### src/bjse_pkg.sv
// Shared types, codes and helpers for the batch job schedule evaluator.
package bjse_pkg;

  localparam logic [23:0] TICK_MAX = 24'hFFFFFF;

  // Configuration register indexes.
  localparam int CFG_IDX_W = 2;
  localparam logic [CFG_IDX_W-1:0] CFG_POLICY  = 2'd0;
  localparam logic [CFG_IDX_W-1:0] CFG_QUANTUM = 2'd1;

  // Scheduling policy codes.
  localparam logic [1:0] POL_FCFS  = 2'd0;
  localparam logic [1:0] POL_BURST = 2'd1;
  localparam logic [1:0] POL_PRIO  = 2'd2;
  localparam logic [1:0] POL_RR    = 2'd3;

  typedef struct packed {
    logic [15:0] arrival_tick;
    logic [15:0] burst_length;
    logic [7:0]  job_priority;
    logic        last_job;
  } in_item_t;

  typedef struct packed {
    logic [3:0]  job_index;
    logic [23:0] finish_tick;
    logic [23:0] turnaround;
    logic [23:0] wait_total;
    logic        last_result;
  } out_item_t;

  // Static job record, written once per load.
  typedef struct packed {
    logic [15:0] arrival;
    logic [15:0] burst;
    logic [7:0]  prio;
  } job_rec_t;

  // Run-time record, updated while the schedule is simulated.
  typedef struct packed {
    logic [15:0] remaining;
    logic [23:0] finish;
  } run_rec_t;

  typedef enum logic [2:0] {
    S_LOAD, S_RD, S_EV, S_PICK, S_ORD, S_OCALC, S_OWAIT
  } state_t;

  // Saturating addition on the 24-bit time scale.
  function automatic logic [23:0] sat_add(logic [23:0] a, logic [23:0] b);
    logic [24:0] s;
    s = {1'b0, a} + {1'b0, b};
    return s[24] ? TICK_MAX : s[23:0];
  endfunction

endpackage

### src/bjse_ram.sv
// Simple dual-port synchronous RAM with registered read data.
module bjse_ram #(
  parameter int W     = 40,
  parameter int DEPTH = 16,
  parameter int AW    = 4
) (
  input  logic          clk,
  input  logic          we,
  input  logic [AW-1:0] waddr,
  input  logic [W-1:0]  wdata,
  input  logic [AW-1:0] raddr,
  output logic [W-1:0]  rdata
);

  logic [W-1:0] mem [DEPTH];

  // One write and one registered read per cycle.
  always_ff @(posedge clk) begin
    if (we) begin
      mem[waddr] <= wdata;
    end
    rdata <= mem[raddr];
  end

endmodule

### src/bjse_ctrl.sv
// Sequencer that loads jobs, simulates the schedule over the tables and emits results.
module bjse_ctrl #(
  parameter int MAX_JOBS = 16,
  parameter int AW       = 4,
  parameter int CW       = 5
) (
  input  logic                                clk,
  input  logic                                rst,
  input  logic                                in_valid,
  output logic                                in_stall,
  input  bjse_pkg::in_item_t                  in_data,
  output logic                                out_valid,
  input  logic                                out_stall,
  output bjse_pkg::out_item_t                 out_data,
  input  logic                                cfg_we,
  input  logic [bjse_pkg::CFG_IDX_W-1:0]      cfg_index,
  input  logic [15:0]                         cfg_data,
  output logic                                job_we,
  output logic [AW-1:0]                       job_waddr,
  output bjse_pkg::job_rec_t                  job_wdata,
  output logic                                run_we,
  output logic [AW-1:0]                       run_waddr,
  output bjse_pkg::run_rec_t                  run_wdata,
  output logic [AW-1:0]                       rd_addr,
  input  bjse_pkg::job_rec_t                  job_rdata,
  input  bjse_pkg::run_rec_t                  run_rdata
);
  import bjse_pkg::*;

  state_t state, state_next;
  logic [1:0]  policy;
  logic [15:0] quantum;
  logic [CW-1:0] count, n, left;
  logic [AW-1:0] idx, best_idx;
  logic [23:0] clock, earliest;
  logic [MAX_JOBS-1:0] done;
  logic best_valid, ran;
  logic [15:0] best_burst, best_arr;
  logic [7:0]  best_prio;

  logic idx_last, elig, better, take, pend, rr_fin, ran_upd, load_last, out_xfer;
  logic [15:0] q, slice, rr_rem;
  logic [23:0] arr24, base, fc_clock, rr_clock, earliest_upd, pick_clock;
  logic [23:0] ta, wt;
  logic [AW+3:0] idx_wide;

  // Per-entry evaluation of the record currently read from the tables.
  always_comb begin
    idx_last  = (CW'(idx) == n - CW'(1));
    load_last = in_data.last_job || (count == CW'(MAX_JOBS - 1));
    out_xfer  = out_valid && !out_stall;
    q         = (quantum == 16'd0) ? 16'd1 : quantum;
    arr24     = {8'd0, job_rdata.arrival};
    base      = (clock < arr24) ? arr24 : clock;
    fc_clock  = sat_add(base, {8'd0, job_rdata.burst});
    slice     = (run_rdata.remaining < q) ? run_rdata.remaining : q;
    rr_clock  = sat_add(clock, {8'd0, slice});
    rr_rem    = run_rdata.remaining - slice;
    elig      = !done[idx] && (arr24 <= clock);
    if (policy == POL_BURST) begin
      better = (job_rdata.burst < best_burst) ||
               ((job_rdata.burst == best_burst) && (job_rdata.arrival < best_arr));
    end else begin
      better = job_rdata.prio < best_prio;
    end
    take         = elig && (!best_valid || better);
    pend         = !done[idx] && (arr24 < earliest);
    earliest_upd = pend ? arr24 : earliest;
    rr_fin       = elig && (rr_rem == 16'd0);
    ran_upd      = ran || elig;
    pick_clock   = sat_add(clock, {8'd0, best_burst});
    ta = (run_rdata.finish >= arr24) ? run_rdata.finish - arr24 : 24'd0;
    wt = (ta >= {8'd0, job_rdata.burst}) ? ta - {8'd0, job_rdata.burst} : 24'd0;
    idx_wide = {4'd0, idx};
  end

  // Next state.
  always_comb begin
    state_next = state;
    case (state)
      S_LOAD:  if (in_valid && load_last) state_next = S_RD;
      S_RD:    state_next = S_EV;
      S_EV: begin
        if (!idx_last) begin
          state_next = S_RD;
        end else begin
          case (policy)
            POL_FCFS:  state_next = S_ORD;
            POL_BURST: state_next = S_PICK;
            POL_PRIO:  state_next = S_PICK;
            default:   state_next = ((left - CW'(rr_fin)) == '0) ? S_ORD : S_RD;
          endcase
        end
      end
      S_PICK:  state_next = (best_valid && left == CW'(1)) ? S_ORD : S_RD;
      S_ORD:   state_next = S_OCALC;
      S_OCALC: state_next = S_OWAIT;
      S_OWAIT: if (out_xfer) state_next = idx_last ? S_LOAD : S_ORD;
      default: state_next = S_LOAD;
    endcase
  end

  // Table ports and handshake outputs.
  always_comb begin
    in_stall  = (state != S_LOAD);
    rd_addr   = idx;
    job_we    = (state == S_LOAD) && in_valid;
    job_waddr = count[AW-1:0];
    job_wdata = '{arrival: in_data.arrival_tick, burst: in_data.burst_length,
                  prio: in_data.job_priority};
    run_we    = 1'b0;
    run_waddr = idx;
    run_wdata = '{remaining: run_rdata.remaining, finish: fc_clock};
    case (state)
      S_LOAD: begin
        run_we    = in_valid;
        run_waddr = count[AW-1:0];
        run_wdata = '{remaining: in_data.burst_length, finish: 24'd0};
      end
      S_EV: begin
        if (policy == POL_FCFS) begin
          run_we = 1'b1;
        end else if (policy == POL_RR) begin
          run_we    = elig;
          run_wdata = '{remaining: rr_rem, finish: rr_clock};
        end
      end
      S_PICK: begin
        run_we    = best_valid;
        run_waddr = best_idx;
        run_wdata = '{remaining: 16'd0, finish: pick_clock};
      end
      default: run_we = 1'b0;
    endcase
  end

  // Registers of the sequencer and the output stage.
  always_ff @(posedge clk) begin
    if (rst) begin
      state      <= S_LOAD;
      policy     <= POL_FCFS;
      quantum    <= 16'd4;
      count      <= '0;
      n          <= '0;
      left       <= '0;
      idx        <= '0;
      clock      <= '0;
      done       <= '0;
      best_valid <= 1'b0;
      ran        <= 1'b0;
      earliest   <= TICK_MAX;
      out_valid  <= 1'b0;
    end else begin
      state <= state_next;
      if (cfg_we) begin
        if (cfg_index == CFG_POLICY) policy <= cfg_data[1:0];
        else if (cfg_index == CFG_QUANTUM) quantum <= cfg_data;
      end
      case (state)
        S_LOAD: begin
          if (in_valid) begin
            if (load_last) begin
              count      <= '0;
              n          <= count + CW'(1);
              left       <= count + CW'(1);
              clock      <= '0;
              done       <= '0;
              idx        <= '0;
              best_valid <= 1'b0;
              ran        <= 1'b0;
              earliest   <= TICK_MAX;
            end else begin
              count <= count + CW'(1);
            end
          end
        end
        S_EV: begin
          case (policy)
            POL_FCFS: begin
              clock     <= fc_clock;
              done[idx] <= 1'b1;
              left      <= left - CW'(1);
            end
            POL_BURST, POL_PRIO: begin
              earliest <= earliest_upd;
              if (take) begin
                best_valid <= 1'b1;
                best_idx   <= idx;
                best_burst <= job_rdata.burst;
                best_arr   <= job_rdata.arrival;
                best_prio  <= job_rdata.prio;
              end
            end
            default: begin
              // Round robin: run a slice of each eligible job; at the end of a pass, idle jump when nothing ran.
              earliest <= idx_last ? TICK_MAX : earliest_upd;
              ran      <= idx_last ? 1'b0 : ran_upd;
              if (elig) clock <= rr_clock;
              else if (idx_last && !ran_upd) clock <= earliest_upd;
              if (rr_fin) begin
                done[idx] <= 1'b1;
                left      <= left - CW'(1);
              end
            end
          endcase
          idx <= idx_last ? '0 : idx + AW'(1);
        end
        S_PICK: begin
          if (best_valid) begin
            clock          <= pick_clock;
            done[best_idx] <= 1'b1;
            left           <= left - CW'(1);
          end else begin
            clock <= earliest;
          end
          best_valid <= 1'b0;
          earliest   <= TICK_MAX;
        end
        S_OCALC: begin
          out_valid <= 1'b1;
          out_data  <= '{job_index: idx_wide[3:0], finish_tick: run_rdata.finish,
                         turnaround: ta, wait_total: wt, last_result: idx_last};
        end
        S_OWAIT: begin
          if (out_xfer) begin
            out_valid <= 1'b0;
            idx       <= idx_last ? '0 : idx + AW'(1);
          end
        end
        default: begin
        end
      endcase
    end
  end

  // The result is valid only while waiting for its transfer.
  a_out_state: assert property (@(posedge clk) disable iff (rst)
    out_valid |-> state == S_OWAIT) else $error("result valid outside output wait");

  // Jobs left to finish never exceed the set size.
  a_left_bound: assert property (@(posedge clk) disable iff (rst)
    left <= n) else $error("left count exceeds job count");

  // Every job of the set is finished once results start.
  a_all_done: assert property (@(posedge clk) disable iff (rst)
    state == S_ORD |-> $countones(done) == int'(n)) else $error("results before all jobs done");

  // The transfer of the final result returns the block to loading.
  a_last_back: assert property (@(posedge clk) disable iff (rst)
    (out_valid && !out_stall && out_data.last_result) |=> state == S_LOAD)
    else $error("no return to loading after final result");

endmodule

### src/batch_job_schedule_evaluator_top.sv
// Loading: each accepted input writes one job record; the final job starts the simulation.
// Simulation: each pass reads (S_RD) then evaluates (S_EV) every job; FCFS makes one pass,
// shortest burst and priority a pass and S_PICK per pick or idle jump, round robin passes
// until all finish. Results: in load order, each held until taken, then loading resumes.
// Reset (rst, synchronous) empties the job set, selects FCFS and sets the quantum to 4.
module batch_job_schedule_evaluator_top #(
  parameter int MAX_JOBS = 16
) (
  input  logic                           clk,
  input  logic                           rst,
  input  logic                           in_valid,
  output logic                           in_stall,
  input  bjse_pkg::in_item_t             in_data,
  output logic                           out_valid,
  input  logic                           out_stall,
  output bjse_pkg::out_item_t            out_data,
  input  logic                           cfg_we,
  input  logic [bjse_pkg::CFG_IDX_W-1:0] cfg_index,
  input  logic [15:0]                    cfg_data
);
  import bjse_pkg::*;

  localparam int AW = (MAX_JOBS > 1) ? $clog2(MAX_JOBS) : 1;
  localparam int CW = $clog2(MAX_JOBS + 1);

  logic          job_we, run_we;
  logic [AW-1:0] job_waddr, run_waddr, rd_addr;
  job_rec_t      job_wdata, job_rdata;
  run_rec_t      run_wdata, run_rdata;

  // Static job records.
  bjse_ram #(.W($bits(job_rec_t)), .DEPTH(MAX_JOBS), .AW(AW)) u_job_ram (
    .clk(clk), .we(job_we), .waddr(job_waddr), .wdata(job_wdata),
    .raddr(rd_addr), .rdata(job_rdata)
  );

  // Remaining time and finish time per job.
  bjse_ram #(.W($bits(run_rec_t)), .DEPTH(MAX_JOBS), .AW(AW)) u_run_ram (
    .clk(clk), .we(run_we), .waddr(run_waddr), .wdata(run_wdata),
    .raddr(rd_addr), .rdata(run_rdata)
  );

  // Sequencer.
  bjse_ctrl #(.MAX_JOBS(MAX_JOBS), .AW(AW), .CW(CW)) u_ctrl (
    .clk(clk), .rst(rst),
    .in_valid(in_valid), .in_stall(in_stall), .in_data(in_data),
    .out_valid(out_valid), .out_stall(out_stall), .out_data(out_data),
    .cfg_we(cfg_we), .cfg_index(cfg_index), .cfg_data(cfg_data),
    .job_we(job_we), .job_waddr(job_waddr), .job_wdata(job_wdata),
    .run_we(run_we), .run_waddr(run_waddr), .run_wdata(run_wdata),
    .rd_addr(rd_addr), .job_rdata(job_rdata), .run_rdata(run_rdata)
  );

endmodule
### config.mk
export PLATFORM = sky130hd
export DESIGN_NAME = batch_job_schedule_evaluator_top
export DESIGN_NICKNAME = d
export VERILOG_FILES = /design/src/bjse_pkg.sv /design/src/bjse_ram.sv /design/src/bjse_ctrl.sv /design/src/batch_job_schedule_evaluator_top.sv
export SDC_FILE = /design/constraint.sdc
export NUM_CORES = 2
export LEC_CHECK = 0
export BUFFER_PORTS_ARGS = -buffer_cell sky130_fd_sc_hd__buf_4
export CORE_UTILIZATION = 25
export DETAILED_ROUTE_END_ITERATION = 8
export MAX_ROUTING_LAYER = met4
export SLEW_MARGIN = 20
export SYNTH_ARGS = -nofsm -noshare
export SYNTH_HDL_FRONTEND = slang
export SYNTH_SLANG_ARGS = --single-unit
### constraint.sdc
create_clock -name clk -period 10.5 [get_ports clk]
set_input_delay 0.525 -clock clk [delete_from_list [all_inputs] [get_ports clk]]
set_output_delay 0.525 -clock clk [all_outputs]
set_load 0.05 [all_outputs]
==> metrics.cfg <==
[run_status]
status=completed

[finish]
fin_nets=4646
design_area_um2=79900
area_growth_pct=17.4
nFillCells=26586
final_common_cell=edfxtp_1
layout_common_cells=edfxtp_1, mux4_2, buf_4
drive_above_1_share_pct=21.6

[synth]
synth-seq-cells=1588
synthArstFlopShare_pct=0
yosysUniqueCellTypes=79
yosys_most_used_dff=edfxtp_1
syn-cell-area_um2=68000
yosys.area.top_type=edfxtp_1
synthesis.nets=4385
synth_edf_count=1401
yosysTopAreaCellShare_pct=61.8
yosys-top-cells-area=edfxtp_1, mux4_2, dfxtp_1, ha_1, a21oi_1
netlist_instances=4118
syn_area_per_cell_um2=16.5
ys_seq_area_share_pct=67.3
yosys_warnings=0

[timing]
fin_crit_sh_pct=64.3
worst_pin_slew_ns=1.14
setup_viol=0
layout_min_cycle_time_ns=6.75
rsz0062_at_grt=no
maxSlewViolCount=0
fmax_mhz=148
hold_viol=0
fin_setup_tns_ns=0
fin_skew_ns=0.0648
slew_headroom_pct=23.6

[worst_setup_path]
crit_fanout=17
worstSetupPathType=reg2reg
cp.depth=21
arrival_ns=7.51
critPathRequiredTime_ns=11.26
critical_path.cell_chain=inv_1 > ha_1 > or2_2 > a221o_1 > a21oi_1 > o21ai_0 > a221o_1 > a21oi_1 > ha_1 > inv_1 > fa_1 > a21o_1 > a221oi_1 > o21bai_1 > xnor2_1 > nand4_1 > or4b_1 > nor4b_4 > nor2_1 > or3_1 > a31oi_1
cp_num_buf_inv=2
reg2reg_depth=21
endpoint_kind=flop
critical-path-max-stage-delay_ns=0.67
cp-start-kind=flop
cp_slowest_cell=a221o_1
cp_top_family=compound AO/OA/AOI/OAI gates

[cts]
cts-root-buf=clkbuf_16
clk_path_buf_depth=3
postCtsSetupBuffers=0
path_clk_slew_ns=0.06
numCtsBuffers=166
cts_tree=yes
clock_latency_ns=0.83
cts_resized=0
cts_sinks=1588
h-tree-depth=4

[power_and_ir_drop]
leakagePower_nw=26.0
ir_drop_v=0.000152
cellPowerDensity_nw_per_um2=185

[route]
initialDrtViolationCount=4234
via_per_inst=4.82
vias=39089
drc=0
drt_wl_total_um=194000
wl_per_cell_um=23.9
ant_nets=0
firstDrtPassIters=8

[floorplan]
fp-row-count=191
io_pins=143
start_util_pct=25.1
dieArea_um2=274000
fp.dieW_um=524
fp.dieH_um=524
core_region_area_um2=271000

[grt]
grt_pass1_wl_um=278000
gr-total-overflow=0
track_usage_pct=14.3
grt_pass1_vias=39047
grt_max_degree=73
antenna_found_initial=32

[place]
dpl_cell_area_um2=73900
place_hpwl_um=120000
routabilityCongestion=0.915
numPortBuffers=142

[worst_hold_path]
hold_depth=1
hold_class=in2reg

[run]
maxCapViolCount=0

==> cell usage after synthesis (34+ instances only) <==
cell type / instances
mux4_2: 405
nor3_1: 72
a21o_1: 59
nor2_1: 239
inv_1: 183
o211ai_1: 42
a211oi_1: 39
o21ai_0: 136
ha_1: 197
xor2_1: 37
dfxtp_1: 187
o21a_1: 34
nand2_1: 207
a21oi_1: 188
edfxtp_1: 1401
xnor2_1: 50
clkbuf_1: 155
==> path summary, 6_finish.rpt <==
| check | from | slack [ns] | end |
|---|---|---|---|
| worst max register to register | u_ctrl.quantum[1]$_SDFFE_PP0P_ | 3.75 | u_ctrl.left[0]$_SDFFE_PP0P_ |
| worst min-delay path | in_data[23] | 0.06 | u_job_ram.mem[6][22]$_DFFE_PP_ |
| worst max-delay path | u_ctrl.quantum[1]$_SDFFE_PP0P_ | 3.75 | u_ctrl.left[0]$_SDFFE_PP0P_ |
| worst min register to register | u_job_ram.rdata[0]$_DFF_P_ | 0.44 | u_ctrl.best_prio[0]$_DFFE_PP_ |
==> final cells by class <==
type	count	area (µm²)	share of cell area, %
Tap cell	3570	4470	5.59
Inverter	183	687	0.860
Multi-Input combinational cell	2156	21100	26.4
Antenna cell	22	55.1	0.0689
Clock buffer	228	4550	5.70
Clock inverter	85	935	1.17
Timing Repair Buffer	284	2240	2.81
Sequential cell	1588	45800	57.4
==> logic make-up after synthesis <==
logic type | count (synthesis) | share of synthesized area, %
DFF | 1588 | 67.3
and+or+nand+nor | 718 | 4.88
AOI/OAI and AO/OA | 704 | 6.76
muxes | 444 | 14.0
buffers and inverters | 374 | 2.08
adders and majority gates | 203 | 3.80
xor gates and xnor gates | 87 | 1.12
==> flip-flops by register name, summed over array words and instances (netlist names), 24 cells and up <==
register	cells
u_run_ram.rdata	40
u_ctrl.clock	24
u_ctrl.earliest	24
u_run_ram.mem	640
u_ctrl.out_data	77
u_job_ram.rdata	40
u_job_ram.mem	640
==> metal layers <==
layer / vias up / part of all wire [%] / track usage [%]
li1: 16975 / - / -
met1: 20340 / 43 / 18.5
met2: 1484 / 47 / 22.6
met3: 290 / 7.3 / 3.09
met4: 0 / 2.5 / 4.01
met5: - / 0 / -
==> through the flow <==
stage | std cells | worst slack (ns) | utilization, % | hold slack [ns] | power [W]
2_1_floorplan | 4118 | 0.553 | - | 0.400 | 0.00836
3_3_place_gp | 7741 | 3.55 | 27.3 | 0.422 | 0.00895
3_5_place_dp | 7741 | 3.51 | 27.3 | 0.425 | 0.00898
4_1_cts | 8091 | 3.50 | 29.5 | 0.00456 | 0.0149
5_1_grt | 8114 | 3.31 | 29.5 | 0.0328 | 0.0153
6_report | 8116 | 3.75 | 29.5 | 0.0623 | 0.0148
==> where the power goes <==
part	internal [W]	switching, W
Combinational	0.000609	0.00104
Sequential	0.00711	0.000124
Clock	0.00341	0.00248
Total	0.0111	0.00364
==> timing repair <==
action / CTS / global route
hold buffers: 37 / 0
endpoints found under the hold margin: 373 / 0
endpoints found under the setup margin: 0 / 0
No activity file was read; power rests on OpenSTA's default activity.
